`config.mk`:
```
export PLATFORM = sky130hd
export DESIGN_NAME = dtm_ram
export DESIGN_NICKNAME = d
export VERILOG_FILES = /design/src/sv/dtm_ram.sv
export SDC_FILE = /design/constraint.sdc
export NUM_CORES = 2
export LEC_CHECK = 0
export BUFFER_PORTS_ARGS = -buffer_cell sky130_fd_sc_hd__buf_2
export CAP_MARGIN = 20
export CORE_AREA = 2 2 358 448
export DETAILED_ROUTE_END_ITERATION = 6
export DIE_AREA = 0 0 360 450
export SYNTH_ARGS = -nofsm -noshare
export SYNTH_HDL_FRONTEND = slang
export SYNTH_SLANG_ARGS = --single-unit
```
`constraint.sdc`:
```
create_clock -name clk -period 3 [get_ports clk]
set_input_delay 0 -clock clk [delete_from_list [all_inputs] [get_ports clk]]
set_output_delay 0 -clock clk [all_outputs]
set_load 0.1 [all_outputs]
```
`src/sv/dtm_ram.sv`:
```
// ----------------------------------------------------------------------------
// dtm_ram
// Generic single-port synchronous RAM with registered read data.
// ----------------------------------------------------------------------------
module dtm_ram #(
	parameter int WIDTH = 8,
	parameter int DEPTH = 256
) (
	input  logic                     clk,
	input  logic                     en,
	input  logic                     we,
	input  logic [$clog2(DEPTH)-1:0] addr,
	input  logic [WIDTH-1:0]         wdata,
	output logic [WIDTH-1:0]         rdata
);

	logic [WIDTH-1:0] mem [DEPTH];

	// write, or read into the output register
	always_ff @(posedge clk) begin
		if (en) begin
			if (we) begin
				mem[addr] <= wdata;
			end else begin
				rdata <= mem[addr];
			end
		end
	end

endmodule

```
Word level (Yosys, flattened, before mapping)
Memories as Yosys holds them, arrays and structs flattened. A register that Yosys moved wholly into a read port is not among the register bits.
Index checks and enable logic that the tools add are counted.
W data, S select, Z words.
{ "op_classes": {"n_addsub": 0, "n_mul": 0, "div": 0, "order_cmp": 0, "n_eq_ne": 0, "shifts": 0, "n_mux": 3, "bitwise_logic": 1, "reduce_logical": 1} }
{ "ops": {"columns": ["op", "count"], "rows": [
  ["$mux W1", 3],
  ["$reduce_and A2 Y1", 1],
  ["$not A1 Y1", 1]
]} }
{ "word_totals": {"ff_bits": 0, "latchBits": 0, "ramBits": 2048, "romBits": 0, "input_bits": 19, "out_inout_bits": 8, "elab_cells": 6, "memories": 1} }
{ "memory_table": {"columns": ["memory", "words", "word_bits", "read_ports", "rd_clocked_by_memory_dff", "write_ports", "line_no", "source"], "rows": [
  ["mem", 256, 8, 1, 1, 1, "17", "logic [WIDTH-1:0] mem [DEPTH];"]
]} }

Longest topological paths before layout
{ "depth": {"ltp_word": 3, "mapped_depth": 9} }

Worst setup path after synthesis
OpenSTA, ideal clock, no wires.
{ "synth_path": {"path_type": "input port to flip-flop", "start": "in addr[0]", "end": "mem mem[117][0], enable pin", "setup_ns": 0.370, "arrival_time_ns": 1.925, "required_time_ns": 2.630, "path_slack_ns": 0.705, "stages": 8, "cell_sequence": "buf_2 buf_6 buf_2 buf_2 nor3b_1 nand2_1 clkbuf_1 nor2_1"} }
{ "synth_rtl": {"columns": ["element", "line_no", "source"], "rows": [
  ["from (decl)", "12", "input logic [$clog2(DEPTH)-1:0] addr,"],
  ["to (decl)", "17", null]
]} }
Straight into the memory's write port.

==> flow_summary.toml <==
[outcome]
run_status = "finished clean"

[global_route]
grt_first_pass_wirelength_mm = 283
first_global_vias = 40100
number_of_antenna_violations_at_the_first_check_in_global_routing = 7
grt_max_degree = 123
grt_overflow_total = 0
grt.total_usage_pct = 24.3

[sta]
setup_tns_final_ps = 0
maxSlewViolCount = 0
setup_viols_final = 0
fin_crit_sh_pct = 97.9
tightest_slew_ps = 1170
final_critical_path_required_period_ps = 2940
hold_viol_final = 0
grt_setup_unrepaired = "no"
timing.final.ws_setup_ps = 62.8
finClkSkew_ps = 24.7
max_slew_margin_pct = 22.3
max_freq_ghz = 0.340

[setup_path]
logic_depth_of_the_worst_register_to_register_path = 6
worst_r2r_startpoint = "mem[127][1]"
crit_path_start = "mem[127][1]"
critical_path_peak_fanout = 1
r2r_setup_slack_ps = 60
timing.critical_path.cells = "mux4_2, a22oi_1, a21oi_1, o41ai_1, buf_4, nand4_1"
endpoint = "rdata[1]"
criticalPathCategory = "reg -> reg"
rr_endpoint = "rdata[1]"
critPathCaptureType = "flip-flop"
worst_ep_required_time_ps = 3540
startpoint_type = "flip-flop"
cp.arrival_ps = 3480
timing.critical_path.slowest_stage_cell = "o41ai_1"
crit_path_max_incr_delay_ps = 800

[placed_design]
io_buffers = 26
dp_slack_ps = -512
gpl_wtd_cong = 0.841
hpwl_mm = 122

[clock_tree]
cts-root-buf = "clkbuf_16"
worst_skew_pair.late_latency_ps = 820
cts.sink_count = 2056
cts_tree = "built"
tritoncts.num_buffers = 192
h_tree_depth = 4
clkSlewWorstSetupHoldPaths_ps = 60
clock_path_buffers = 3

[routing]
route.detailed.drc = 0
post_drt_via_cell_ratio = 6.16
wire_length_per_cell_microns = 31.1
firstDrtPassIters = 5
route.vias.total = 38600
routed_wirelength_mm = 195
drt.antenna.violating_nets = 0
drt-initial-drc-count = 4623

[synthesis]
synth-warning-count = 0
postSynthCellCount = 3526
synth_seq_area_share_pct = 78.8
ys_types = 21
synth_register_bits = 2056
mappedNetlistNets = 3545
post_synth.cell_area_avg_sq_um = 22.2
synth.cell_area_sq_um = 78400

[floorplan]
design.die.area_sq_um = 162000
die_w_microns = 360
row_cnt = 163
floorplan.initialDensity_pct = 49.7
area_of_the_core_sq_um = 158000
pin_count = 27
die_height_microns = 450

[cells_and_area]
nets = 4064
syn_to_final_growth_pct = 16.2
final_layout_size_suffix_gt1_share_pct = 31.8

[power_and_ir_drop]
total_leakage_power_nw = 28.7
power_density_normalized_to_cell_area_nw_per_um2 = 642
power_mw = 58.5
max-vdd-ir-drop_mv = 0.519

[job]
timing.max_cap.violations = 0

[hold_path]
class_of_the_tightest_hold_or_removal_check = "in -> reg"
==> what timing repair did <==
action	in CTS	in global routing
setup buffers	0	0
resized for setup	1	1
hold endpoints to repair	617	0
pin swaps	0	0
hold buffers	13	0
setup endpoints to repair	1	1
==> layer usage <==
| metal | part of all wire [%] | track usage [%] | wire [microns] |
|---|---|---|---|
| met1 | 39 | 32.7 | 76400 |
| met2 | 51 | 40.7 | 98700 |
| met3 | 6.9 | 3.97 | 13400 |
| met4 | 3.2 | 7.97 | 6200 |
| met5 | 0.023 | 0 | 44 |
==> power by group <==
group / switching (mW) / internal [mW]
sequential: 0.0162 / 31.6
combinational: 1.77 / 1.05
clock: 10.3 / 13.7
==> state kept, by name (all words and copies together) (netlist names) <==
register,count
mem,2048
rdata,8
==> critical path, delay by kind of cell (launching register included) <==
| family | cells | cell delay [ps] |
|---|---|---|
| muxes | 1 | 490 |
| DFF | 1 | 360 |
| and+or+nand+nor | 1 | 150 |
| AOI/OAI and AO/OA | 3 | 1350 |
| buffers and inverters | 1 | 290 |
==> logic make-up after synthesis <==
| kind of cell | share of synthesized area (%) |
|---|---|
| DFF | 78.8 |
| and+or+nand+nor | 1.61 |
| AOI/OAI and AO/OA | 3.63 |
| buffers and inverters | 1.28 |
| muxes | 14.7 |
==> worst min-delay path by stage <==
stage,from,to,slack (ps),depth (start not counted)
after floorplan,wdata[0],mem[0][0],100,0
after global placement,we,rdata[2],560,2
after detailed placement,we,rdata[3],560,2
after CTS,addr[6],rdata[5],40,6
after global routing,addr[6],rdata[5],90,6
final,addr[6],rdata[5],120,6
==> metrics by stage <==
stage	instance area, sq um	hold slack, ps	instances	utilization (%)
2_1_floorplan	78400	98.9	3526	-
3_3_place_gp	84700	559	5899	53.8
6_report	91100	121	6269	57.8
3_5_place_dp	84800	555	5900	53.8
5_1_grt	91100	86.9	6269	57.8
4_1_cts	91100	43.2	6267	57.8
==> cells in the final DEF (no fill, tap or decap), drive strengths merged <==
master,n
a22oi,256
clkinv,87
nor3,1
nor2,259
buf,529
nand2,30
a21oi,128
nor3b,2
edfxtp,2056
nand2b,2
nand3,4
nor2b,7
inv,5
diode,2
o41ai,32
clkinvlp,6
or2,1
mux4,512
clkbuf,245
nand4,8
bufinv,19
dlygate4sd3,13
and2,2
and4,1
==> cell usage after synthesis, drive strengths merged <==
| master | instances | share of area (%) |
|---|---|---|
| a21oi | 128 | 0.82 |
| a22oi | 256 | 2.5 |
| and2 | 2 | 0.016 |
| and4 | 1 | 0.011 |
| buf | 82 | 0.60 |
| clkbuf | 143 | 0.68 |
| edfxtp | 2056 | 79 |
| mux4 | 512 | 15 |
| nand2 | 30 | 0.14 |
| nand2b | 2 | 0.016 |
| nand3 | 4 | 0.026 |
| nand4 | 8 | 0.064 |
| nor2 | 259 | 1.2 |
| nor2b | 7 | 0.056 |
| nor3 | 1 | 0.0064 |
| nor3b | 2 | 0.019 |
| o41ai | 32 | 0.36 |
| or2 | 1 | 0.0080 |
==> final cells by class <==
type,count,area (sq um)
sequential,2056,61700
clock buffer,237,5120
clock inverter,117,1070
tap,2062,2580
antenna,2,5.00
multi-input combinational,1245,15700
fill,11300,66600
timing repair buffer,550,4900
Power figures use the tool's default switching activity.
