===== src/sv/dtm_pkg.sv =====
// ----------------------------------------------------------------------------
// dtm_pkg
// Shared types and constants of the transition table matcher: item action
// codes, port field widths and the result word.
// ----------------------------------------------------------------------------
package dtm_pkg;

	// fixed widths of the port fields
	localparam int STATE_W  = 6;
	localparam int ACTION_W = 3;
	localparam int SYM_W    = 8;

	// action codes of an input word
	typedef enum logic [ACTION_W-1:0] {
		ACT_WRITE  = 3'd0,
		ACT_REMOVE = 3'd1,
		ACT_MARK   = 3'd2,
		ACT_SYMBOL = 3'd3,
		ACT_END    = 3'd4
	} action_t;

	// one result word
	typedef struct packed {
		logic               accepted;
		logic               dead_end;
		logic [STATE_W-1:0] end_state;
	} res_t;

endpackage


===== src/sv/dtm_outq.sv =====
// ----------------------------------------------------------------------------
// dtm_outq
// Four-entry result queue between the matcher pipeline and the output
// channel; reports room for one more word counting the one still in flight.
// ----------------------------------------------------------------------------
module dtm_outq (
	input  logic           clk,
	input  logic           arst_n,
	input  logic           push,
	input  dtm_pkg::res_t  push_data,
	input  logic           pend,
	output logic           room,
	output logic           out_valid,
	input  logic           out_stall,
	output dtm_pkg::res_t  out_data
);

	import dtm_pkg::*;

	localparam int DEPTH = 4;
	localparam int PTR_W = 2;
	localparam int CNT_W = 3;

	res_t             buf_q [DEPTH];
	logic [PTR_W-1:0] wr_ptr_q;
	logic [PTR_W-1:0] rd_ptr_q;
	logic [CNT_W-1:0] cnt_q;
	logic             pop;

	assign out_valid = (cnt_q != '0);
	assign pop       = out_valid && !out_stall;
	assign out_data  = buf_q[rd_ptr_q];
	// an end word still in flight (pend) is counted before it lands here
	assign room      = (32'(cnt_q) + 32'(pend)) < DEPTH;

	// queue storage
	always_ff @(posedge clk) begin
		if (push) begin
			buf_q[wr_ptr_q] <= push_data;
		end
	end

	// pointers and fill count
	always_ff @(posedge clk or negedge arst_n) begin
		if (!arst_n) begin
			wr_ptr_q <= '0;
			rd_ptr_q <= '0;
			cnt_q    <= '0;
		end else begin
			if (push) begin
				wr_ptr_q <= wr_ptr_q + PTR_W'(1);
			end
			if (pop) begin
				rd_ptr_q <= rd_ptr_q + PTR_W'(1);
			end
			if (push && !pop) begin
				cnt_q <= cnt_q + CNT_W'(1);
			end else if (pop && !push) begin
				cnt_q <= cnt_q - CNT_W'(1);
			end
		end
	end

endmodule


===== config.mk =====
export PLATFORM = sky130hd
export DESIGN_NAME = dtm_outq
export DESIGN_NICKNAME = d
export VERILOG_FILES = /design/src/sv/dtm_pkg.sv /design/src/sv/dtm_outq.sv
export SDC_FILE = /design/constraint.sdc
export NUM_CORES = 1
export LEC_CHECK = 0
export CAP_MARGIN = 5
export CORE_ASPECT_RATIO = 2
export CORE_MARGIN = 2
export CORE_UTILIZATION = 55
export CTS_CLUSTER_DIAMETER = 30
export DETAILED_ROUTE_END_ITERATION = 8
export DONT_BUFFER_PORTS = 1
export GPL_TIMING_DRIVEN = 0
export HOLD_SLACK_MARGIN = 0.05
export PLACE_DENSITY = 0.73
export SLEW_MARGIN = 10
export SYNTH_ARGS = -nofsm -noshare
export SYNTH_HDL_FRONTEND = slang
export SYNTH_SLANG_ARGS = --single-unit
export TNS_END_PERCENT = 1

===== constraint.sdc =====
create_clock -name clk -period 1.84 [get_ports clk]
set_clock_uncertainty 0.15 [all_clocks]
set_input_delay 0.368 -clock clk [delete_from_list [all_inputs] [get_ports clk]]
set_output_delay 0.368 -clock clk [all_outputs]
set_load 0.01 [all_outputs]

# Word-level counts from Yosys, hierarchy flattened

Memory sizes are Yosys's and may differ from the RTL's.
Index checks and enable logic that the tools add are counted.

Register bits: 7
Bits in writable memories: 32
Logic and storage cells: 22
Output and inout port bits: 10
Memories: 1

Memory list:

| memory | words | bits a word | rd ports | clocked after Yosys merged registers in | write ports | line           | RTL |
|---|---|---|---|---|---|---|---|
| buf_q  | 4     | 8           | 1        | 0                                       | 1           | dtm_outq.sv:24 | `res_t buf_q [DEPTH];` |

Mux-type cells: 4
Magnitude comparators: 1
Add/subtract/negate cells: 5
Reduce and logical (&&, ||, !) cells: 8

Operator list:

| operator                                           | number |
|---|---|
| 2-to-1 mux 3 bit                                   | 2 |
| adder 2 x 1 -> 2 bit, second input constant        | 2 |
| adder 3 x 1 -> 4 bit                               | 1 |
| < comparator 4 x 3 -> 1 bit, second input constant | 1 |
| adder 3 x 1 -> 3 bit, second input constant        | 1 |
| logical AND 1 bit                                  | 3 |
| logical NOT 1 bit                                  | 3 |
| nonzero test 3 bit                                 | 1 |
| subtractor 3 x 1 -> 3 bit, second input constant   | 1 |
| 2-to-1 mux 1 bit                                   | 2 |
| nonzero test 2 bit                                 | 1 |

# Depth between registers and ports, before layout

Depth in word-level cells: 5
Gate-level depth with buffers: 8

# Worst setup path before layout

No wires, ideal clock.

Path kind: flip-flop to flip-flop
Start point: register cnt_q[0]
End point: register cnt_q[2]
Stages on the path, launching flop included: 9
Arrival time: 1.777 ns
Slack: -0.166 ns
Library setup time: 0.079 ns
Clock period less this slack: 2.006 ns
Buffers on the path: 0
Cell sequence: dfrtp_1 > nor3_2 > or2_2 > ha_1 > inv_1 > fa_1 > xor2_1 > nor2_1 > xor2_1

Cells in the longest elaborated chain, start to end: 5
Elaborated cells between the ends (all ways): 10
Classes of those cells: 2 x add/sub; 2 x mux; 6 x reduce/logical

Ends and longest elaborated chain:

| item                                                              | line           | RTL |
|---|---|---|
| start: declaration                                                | dtm_outq.sv:27 | `logic [CNT_W-1:0] cnt_q;` |
| start signal: assignment                                          | dtm_outq.sv:57 | `cnt_q <= cnt_q + CNT_W'(1);` |
| start signal: assignment                                          | dtm_outq.sv:59 | `cnt_q <= cnt_q - CNT_W'(1);` |
| branches (longest 5 deep; another with subtractor 3 x 1 -> 3 bit) | --             |  |

Several ways; the timed one is not identified. The select of a mux whose other input is x is not followed.
A chain may end at the register's enable or synchronous reset.

# Worst setup path after layout

Start point: register cnt_q[1]
End point: register cnt_q[2]

The elaborated chain is that of the path after synthesis.

==> impl_results.md <==
* Placed Cells at roughly 110
* Max FO, Critical Path at 2
* Worst setup path end: cnt_q[2]
* Status: finished, violations left
* Final Hold Viols at 0
* Clock root buffer: clkbuf_8
* Drc violations at 0
* Die area at roughly 3300 sq um
* Crit Path Category: reg2reg
* Seq cells post-synth at 39
* DR vias at slightly above 700
* Failing checks: negative setup slack
* Setup TNS at -516 ps
* FF-to-FF setup slack at -60 ps
* Multi-input gate area at approximately 420 sq um
* Final period utilization at 104%
* RSZ-0062 raised after global routing: yes
* Reg-to-Reg End: cnt_q[2]
* Height of the chip at between 70 and 80 um
* CTS H-tree depth at 2
* Vias per std cell at roughly 5.6
* I/O Buffers at 0
* Initial Util at ~57%
* DRT Pass-1 Iters at 4
* Warnings, synthesis at 0
* Number of clock sinks at 39
* CP endpoint kind: flop
* Non-Filler Instances at 129
* Min Tclk post-route at 1900 ps
* Fin util at roughly 68%
* Total Routed Length at between 2 and 2.5 mm
* Initial antenna violation count at 0
* Placer Congestion at around 0.64
* Cell area after synthesis at roughly 1600 sq um
* Clk slew on worst S/H paths at 70 ps
* Core area at 2740 sq um
* Post-route ant nets at 0
* WP data arrival at roughly 2000 ps
* Ratio of cells with drive above 1 in the final layout at around 28%
* CP required at about 1900 ps
* Synth Instances at between 70 and 80
* Post-synth EDFFs at 32
* Clock Path Buffers at 2
* Register area at about 1100 sq um
* Row cnt at 27
* Commonest non-fill, non-tap cell in the layout: edfxtp_1
* Global-route wire length before repair at 3.80 mm
* Prevailing post-synth register cell: edfxtp_1
* ANT cells at 0
* Max_cap viols at 0
* Critical Path Source: cnt_q[1]
* VDD IR max at between 1 and 1.5 mV
* Die span in x at ~42 um
* Total CTS buffers at 5
* Register area share after synthesis at roughly 73%
* Endpoints failing setup at 10
* Vias in the first global route at 805
* P per Cell Area at around 1500 nW/um^2
* Commonest non-fill, non-tap cells in the layout: 32 x edfxtp_1, 10 x dlygate4sd3_1, 8 x mux4_2
* Slew HR at ~71%
* R2R Path Start: cnt_q[1]
* Setup crit start kind: flop
* GRT Total Usage at between 10% and 20%
* Syn Area/Cell at a little over 20 sq um
* Ports at 23
* Least-Margin Pin Slew at 433 ps
* Largest net degree at the start of global routing at 12
* Synth unique cells at 19
* DP Worst Slack at -215 ps
* FFs w/ async S/R, synth at around 18%
* Worst-skew pair later-pin latency at between 200 and 300 ps
* Final Worst Setup Slack at -65.0 ps
* Leakage at 0.000661 uW
* F_max at roughly 0.52 GHz
* Average wire per cell in the routed design at 18.1 um
* Initial drt markers at 7
* Final net count at ~120
* Global route overflow at 0
* # fillers at 179
* Reg2reg path depth at 8
* Hold WC Path Type: in2reg
* CTS tree: done
* Post-DP HPWL at 1.61 mm
* Syn_nets at 96
* Pins Over Slew Limit at 0
* Area grow syn2layout at 18.0%
-- worst max-delay path: stages, from the launching register on --
cell and delay [ps]:
dfrtp_1 400, nor3_2 200, or2_4 160, ha_4 130, inv_2 30, fa_2 320, xor2_1 150, nor2_1 120
xor2_1 160
-- routing by layer --
metal / part of all wire, % / vias up / GRT usage [%]
li1: - / 335 / -
met3: 4.6 / 7 / 5.88
met5: 0 / - / 0
met2: 57 / 19 / 29.5
met1: 36 / 363 / 15.5
met4: 2.7 / 0 / 8.71
-- area by class of cell --
cell class | count | area share (%)
well taps | 29 | 1.96
inverters | 4 | 0.812
repair buffers | 15 | 7.45
clock buffers | 6 | 3.93
plain buffers | 2 | 1.35
multi-input cells | 32 | 22.5
flip-flops and latches | 39 | 61.5
clock inverters | 2 | 0.406
-- state kept, by name, indices dropped and copies added, names as in the netlist --
signal / cells
cnt_q: 3
buf_q: 32
rd_ptr_q: 2
wr_ptr_q: 2
-- where the power goes --
group          switching (uW)  internal (uW)  total (uW)
clock                     272            258         530
combinational             444            452         896
sequential                104           1190        1290
-- how the worst min path moves through the flow --
stage | end | from | cells after the start
after CTS | rd_ptr_q[1] | out_stall | 2
final | rd_ptr_q[1] | out_stall | 2
after detailed placement | wr_ptr_q[1] | arst_n | 0
after global routing | rd_ptr_q[1] | out_stall | 2
after floorplan | cnt_q[0] | arst_n | 0
after global placement | wr_ptr_q[1] | arst_n | 0
-- synth_stat cells (all sizes together), types with 2 or more instances --
library cell | n | area [sq um]
xnor2 | 2 | 17.5
edfxtp | 32 | 961
xor2 | 4 | 35.0
dfrtp | 7 | 175
and2 | 4 | 25.0
ha | 5 | 62.6
inv | 4 | 15.0
mux4 | 8 | 180
-- stage by stage --
step	hold WS, ps	instance area (sq um)	power (uW)
finish	132	1850	2720
floorplan	-77.6	1580	1950
global route	118	1850	2880
detailed placement	-77.4	1620	2120
CTS	119	1840	2750
global placement	-77.4	1620	2070
-- cells by family (layout without fill, tap and decap cells) --
logic type | after synthesis | in the layout | share of synthesized area (%)
flops | 39 | 39 | 72.5
buf+inv | 6 | 29 | 2.00
mux | 9 | 9 | 12.2
simple gates | 9 | 9 | 3.91
compound gates | 2 | 2 | 0.719
fa+ha+maj | 6 | 6 | 5.27
xor+xnor | 6 | 6 | 3.35
-- timing repair --
action	CTS	global route
resized for setup	3	1
hold endpoints to repair	41	0
buffers inserted	5	0
pin swaps	5	0
hold buffers	10	0
endpoints found under the setup margin	10	10
No activity file was read; power rests on OpenSTA's default activity.
