**src/sv/dtm_clear.sv**
```systemverilog
// ----------------------------------------------------------------------------
// dtm_clear
// Clearing sequencer: after reset sweeps every table address once, one
// address per cycle, and then stays idle until the next reset.
// ----------------------------------------------------------------------------
module dtm_clear #(
	parameter int AW = 14
) (
	input  logic          clk,
	input  logic          arst_n,
	output logic          busy,
	output logic [AW-1:0] addr
);

	logic [AW-1:0] cnt_q;
	logic          busy_q;

	// sweep counter, stops after the last address
	always_ff @(posedge clk or negedge arst_n) begin
		if (!arst_n) begin
			cnt_q  <= '0;
			busy_q <= 1'b1;
		end else if (busy_q) begin
			cnt_q <= cnt_q + AW'(1);
			if (cnt_q == {AW{1'b1}}) begin
				busy_q <= 1'b0;
			end
		end
	end

	assign busy = busy_q;
	assign addr = cnt_q;

endmodule

```
**config.mk**
```make
export PLATFORM = sky130hd
export DESIGN_NAME = dtm_clear
export DESIGN_NICKNAME = d
export VERILOG_FILES = /design/src/sv/dtm_clear.sv
export SDC_FILE = /design/constraint.sdc
export NUM_CORES = 1
export LEC_CHECK = 0
export BUFFER_PORTS_ARGS = -buffer_cell sky130_fd_sc_hd__buf_2
export CAP_MARGIN = 20
export CORE_MARGIN = 2
export CORE_UTILIZATION = 50
export DETAILED_ROUTE_END_ITERATION = 16
export PLACE_DENSITY_LB_ADDON = 0.2
export SLEW_MARGIN = 20
export SYNTH_ARGS = -nofsm -noshare
export SYNTH_HDL_FRONTEND = slang
export SYNTH_SLANG_ARGS = --single-unit
export TNS_END_PERCENT = 10
```
**constraint.sdc**
```tcl
create_clock -name clk -period 1.62 [get_ports clk]
set_clock_uncertainty 0.1 [all_clocks]
set_input_delay 0.324 -clock clk [delete_from_list [all_inputs] [get_ports clk]]
set_output_delay 0.324 -clock clk [all_outputs]
set_load 0.05 [all_outputs]
```
=== Yosys cells after proc, flatten, opt, wreduce, memory -nomap -nowiden ===
Index checks and enable logic that the tools add are counted.

* Bits in registers: 15
* Input bits: 2
* Output and inout port bits: 15
* Logic and storage cells: 6

* Add/sub/neg operators: 1
* Eq/ne operators: 1
* Multiplexer cells: 2

{| class="wikitable"
|+ Operators by type and width
! kind !! number
|-
| $add 14x1->14 const B || 1
|-
| $eq 14x14->1 const B || 1
|-
| $mux 1 || 2
|}

=== Logic depth before layout (Yosys ltp) ===
Gate-level depths: netlist (run 1).

* Depth after elaboration: 3
* Gate-level depth with buffers: 4
* Depth with buffers taken out: 4

=== Worst setup path before layout (run 1) ===
No wires, ideal clock.

* Kind: register to register
* Start: register cnt_q[0] (netlist: addr[0])
* End: register cnt_q[12] (netlist: addr[12])
* Arrival time: 1523 ps
* Required time: 1438 ps
* Slack: -85 ps
* Stages on the path, launching flop included: 5
* Period minus slack after synthesis: 1705 ps
* Cells stage by stage: dfrtp_1 -> ha_1 -> and3_4 -> nor4b_2 -> xor2_1

* Cells in the longest elaborated chain, start to end: 1

{| class="wikitable"
|+ RTL lines
! what !! RTL line !! text
|-
| from (decl) || 15 || <nowiki>logic [AW-1:0] cnt_q;</nowiki>
|-
| from (signal assigned) || 24 || <nowiki>cnt_q <= cnt_q + AW'(1);</nowiki>
|-
| $add 14x1->14 || 24 ||
|}

Every way passes these cells.
A chain may end at the register's enable or synchronous reset.

=== Worst setup path in the final report (run 1) ===
* Start: register busy_q (netlist: busy)
* End: output port busy

{| class="wikitable"
|+ RTL lines
! what !! RTL line !! text
|-
| from (decl) || 16 || <nowiki>logic busy_q;</nowiki>
|-
| from (signal assigned) || 22 || <nowiki>busy_q <= 1'b1;</nowiki>
|-
| from (signal assigned) || 26 || <nowiki>busy_q <= 1'b0;</nowiki>
|-
| to (decl) || 11 || <nowiki>output logic busy,</nowiki>
|}

No word-level cell between the ends.

==> results of run 1 <==
power breakdown:
group	switching, mW	internal, mW
clock	0.113	0.0955
sequential	0	0.374
combinational	0.00719	0.00245
total	0.120	0.472
Yosys cell counts:
cell | number | share of area
nand4_4 | 3 | 0.090
nor3_1 | 2 | 0.014
o41a_1 | 1 | 0.016
inv_1 | 1 | 0.0053
nand3_1 | 2 | 0.014
xnor2_1 | 7 | 0.087
nand4_1 | 2 | 0.018
and3_1 | 1 | 0.0089
nor4_2 | 1 | 0.018
dfrtp_1 | 14 | 0.50
mux2_2 | 1 | 0.016
dfstp_2 | 1 | 0.037
xor2_1 | 6 | 0.074
and4_2 | 1 | 0.014
ha_1 | 1 | 0.018
and3_4 | 1 | 0.016
nand2_1 | 5 | 0.027
nor2_1 | 2 | 0.011
nor4b_2 | 1 | 0.021
kinds of logic after synthesis:
family	synth area share
mux	0.0159
fa+ha+maj	0.0177
xor+xnor	0.161
buf+inv	0.00530
flops	0.533
simple gates	0.251
compound gates	0.0159
flip-flops by register name, summed over array words and instances, names as in the netlist:
name and count:
addr 14, busy 1
per-layer routing:
layer | part of all wire | vias to the layer above | routed length, um | global-route usage
li1 | - | 231 | - | -
met1 | 0.48 | 223 | 596 | 0.204
met5 | 0 | - | 0 | 0
met2 | 0.46 | 14 | 569 | 0.278
met4 | 0.019 | 0 | 24 | 0.0968
met3 | 0.042 | 4 | 52 | 0.0304
per-stage QoR:
stage                     cells   util  instance area [um^2]  hold WS, ns
final                        89  0.643                   847        0.376
after global routing         89  0.643                   847        0.407
after CTS                    89  0.643                   847        0.378
after detailed placement     84  0.613                   808        0.147
after global placement       84  0.613                   808        0.144
after floorplan              53      -                   709      -0.0716
final timing paths:
path | end | from | slack [ns]
setup / recovery | busy | busy | 0.07
hold / removal | addr[10] | arst_n | 0.38
setup reg to reg | addr[12] | busy | 0.21
hold reg to reg | addr[13] | addr[13] | 0.41
max in group asynchronous | busy | arst_n | 0.75
min in group clk | addr[13] | addr[13] | 0.41
cell usage in the layout (no fill, tap or decap), types with 2 or more instances in the layout:
| cell | instances |
|---|---|
| buf_2 | 15 |
| dfrtp_1 | 12 |
| xnor2_1 | 7 |
| xor2_1 | 6 |
| nand2_1 | 5 |
| nand4_4 | 3 |
| clkbuf_4 | 3 |
| nand4_1 | 2 |
| nor3_1 | 2 |
| nand3_1 | 2 |
| nor2_1 | 2 |
| dfrtp_2 | 2 |
cell type report:
type	count	area, um^2	area share
sequential	15	379	0.448
multi-input combinational	37	327	0.386
timing repair buffer	17	92.6	0.109
clock buffer	4	26.3	0.0310
tap	15	18.8	0.0222
inverter	1	3.75	0.00443
what timing repair did:
item / in CTS / in global routing
endpoints found under the setup margin: 1 / 0
endpoints found under the hold margin: 14 / 0
buffers inserted: 0 / 0
hold buffers: 1 / 0
gates resized for setup: 1 / 0
==> impl_metrics.toml, run 1 <==
[sta]
worst_slew_pin_slew_ns = 0.333
hold_viol_final = 0
slew_headroom = 0.778
max_freq_mhz = 645
layout_setup_ws_ns = 0.0685
final.setup.tns_ns = 0
min_period_ns = 1.55
period_share = 0.958
rsz0062_at_grt = "no"
slew_viol_final = 0
setup_violations = 0

[clock_tree]
cts_tree = "yes"
cts.sinks = 15
insertion_delay_ns = 0.28
ctsLongestPathBuffers = 2
cts_max_level = 1
cts_buffers = 3
clk_pin_slew_worst_paths_ns = 0.08
cts_root_buf = "clkbuf_4"

[drt]
drc = 0
wl_um = 1240
dr.pass1.iters = 3
drt-initial-drc-count = 2
antenna_left = 0
wl_per_cell_um = 14.0
vias = 472
avgViaCountPerCell = 5.30

[critical_path]
cp_cell_sequence = "buf_4"
crit_path_start_kind = "flip-flop"
crit_type = "reg2out"
crit_family = "flip-flops"
path_max_fanout = 7
cp_slowest_cell = "dfstp_2"
cp.depth = 1
max_stage_delay_ns = 0.62
rr_worst_depth = 3
endpoint_kind = "output port"
crit_required_ns = 1.20
worstPathArrival_ns = 1.13
critical_path_buf_inv_count = 1

[job]
cap_violations = 0

[placement]
gp_congestion = 0.724
dp_slack_ns = 0.204
place_hpwl_um = 948
port_buffers = 16

[finish]
nets = 78
layout-drive-gt1-share = 0.405
area_growth_pct = 19.8
diodes = 0
fillCellCount = 104

[global_route]
overflow = 0
grt_pass1_wl_um = 2190
grt_pass1_vias = 492
antenna_found_initial = 0
grt_max_degree = 16
track_usage = 0.168

[pwr]
ir_worst_vdd_v = 0.000387
powerDensity_nw_per_um2 = 699
total_power_uw = 592
p_leak_nw = 0.468

[yosys]
synth_area_um2 = 707
ys.warnings.count = 0
seq_area_frac_synth = 0.533
avgSynthCellArea_um2 = 13.3
syn_nets = 56
post_synth_num_cell_types = 19
synthCells = 53
ys_ff_latch = 15

[die]
row_count = 13
initial_utilization = 0.537
dieArea_um2 = 1730
io_pins = 17
die_w_um = 41.6
core_area_um2 = 1320
dieHeight_um = 41.6

[outcome]
status = "finished, final reports clean"

[min_path]
hp-class = "in2async"
Power figures use the tool's default switching activity.
==> run 2, diff against run 1 <==
- CORE_UTILIZATION: 50 -> 35
==> impl_metrics.toml, run 2 (same netlist as run 1, synthesis figures left out) <==
[drt]
vias = 474
wl_um = 1270
drt-initial-drc-count = 3
antenna_left = 0
drc = 0
dr.pass1.iters = 4
avgViaCountPerCell = 4.69
wl_per_cell_um = 12.5

[sta]
setup_violations = 0
final.setup.tns_ns = 0
max_freq_mhz = 642
hold_slack_ns = 0.361
period_share = 0.961
worst_slew_pin_slew_ns = 0.340
slew_headroom = 0.773
layout_setup_ws_ns = 0.0628
rsz0062_at_grt = "no"
hold_viol_final = 0
min_period_ns = 1.56
slew_viol_final = 0

[die]
io_pins = 17
initial_utilization = 0.364
core_area_um2 = 1940
dieHeight_um = 48.9
dieArea_um2 = 2400
die_w_um = 48.9
row_count = 16

[finish]
layout-drive-gt1-share = 0.405
post-route-cell-area_um2 = 862
largest_reg_flops = 14
nets = 78
multi_input_area_um2 = 327
diodes = 0
regArea_um2 = 379
fillCellCount = 188
final_common_cell = "buf_2"
area_growth_pct = 21.9
instances_no_fill = 101
layout_common_cells = "buf_2 (15), dfrtp_1 (12), xnor2_1 (7)"
final_util = 0.444

[critical_path]
crit_path_start_kind = "flip-flop"
endpoint_kind = "output port"
path_max_fanout = 7
cp_cell_sequence = "buf_4"
crit_family = "flip-flops"
worstPathArrival_ns = 1.13
critical_path_buf_inv_count = 1
crit_type = "reg2out"
max_stage_delay_ns = 0.63
cp_slowest_cell = "dfstp_2"
crit_required_ns = 1.20

[placement]
detailed_place.area_um2 = 823
gp_congestion = 0.729
place_hpwl_um = 903
placed_cells = 96
port_buffers = 16
dp_slack_ns = 0.182

[clock_tree]
cts_tree = "yes"
cts_max_level = 1
cts_buffers = 3
clk_pin_slew_worst_paths_ns = 0.09
cts_root_buf = "clkbuf_4"
ctsLongestPathBuffers = 2
cts.sinks = 15
insertion_delay_ns = 0.28

[global_route]
grt_pass1_wl_um = 2140
track_usage = 0.119
antenna_found_initial = 0
grt_max_degree = 16
grt_pass1_vias = 454
overflow = 0

[pwr]
comb_power_share = 0.016
p_leak_nw = 0.468
total_power_uw = 598
seqPwrFrac = 0.626
clockPowerShare = 0.358
ir_worst_vdd_v = 0.000498
p_sw_uw = 126
p_int_uw = 472
p_sw_frac = 0.210
powerDensity_nw_per_um2 = 693

[job]
cap_violations = 0

[min_path]
hp-class = "in2async"

[outcome]
status = "finished, final reports clean"
==> run 2: cell counts in the layout (fill, tap and decap cells not counted) <==
Identical to the previous run, type by type.
==> run 2: path summary, 6_finish.rpt <==
| path | endpoint | start | cells after the start | slack [ns] |
|---|---|---|---|---|
| setup / recovery | busy | busy | 1 | 0.06 |
| hold / removal | addr[6] | arst_n | 2 | 0.36 |
| setup reg to reg | addr[12] | busy | 3 | 0.17 |
| hold reg to reg | addr[12] | addr[12] | 1 | 0.42 |
| max in group asynchronous | busy | arst_n | 2 | 0.76 |
| min in group clk | addr[12] | addr[12] | 1 | 0.42 |
==> run 2: area by class of cell <==
cell class,count,area share
Sequential cell,15,0.440
Multi-Input combinational cell,37,0.379
Timing Repair Buffer,17,0.107
Tap cell,27,0.0392
Clock buffer,4,0.0305
Inverter,1,0.00435
==> run 2: repair_timing <==
| item | 4_1_cts | 5_1_grt |
|---|---|---|
| setup endpoints to repair | 1 | 0 |
| endpoints found under the hold margin | 14 | 0 |
| resized for setup | 1 | 0 |
| hold buffers | 1 | 0 |
| setup buffers | 0 | 0 |
==> run 2: power by group through the flow <==
stage               Clock [mW]  Combinational, mW  Sequential (mW)
global route             0.244             0.0119            0.374
global placement             0            0.00872            0.382
CTS                      0.226             0.0105            0.374
finish                   0.214            0.00970            0.374
detailed placement           0            0.00895            0.382
floorplan                    0        0.000000158            0.382
==> run 2: metal layers <==
layer  global-route usage  share of wire  vias to the layer above
met2                0.180           0.47                       15
met1                0.152           0.45                      226
met4               0.0286         0.0087                        0
li1                     -              -                      231
met5                    0              0                        -
met3               0.0583          0.069                        2
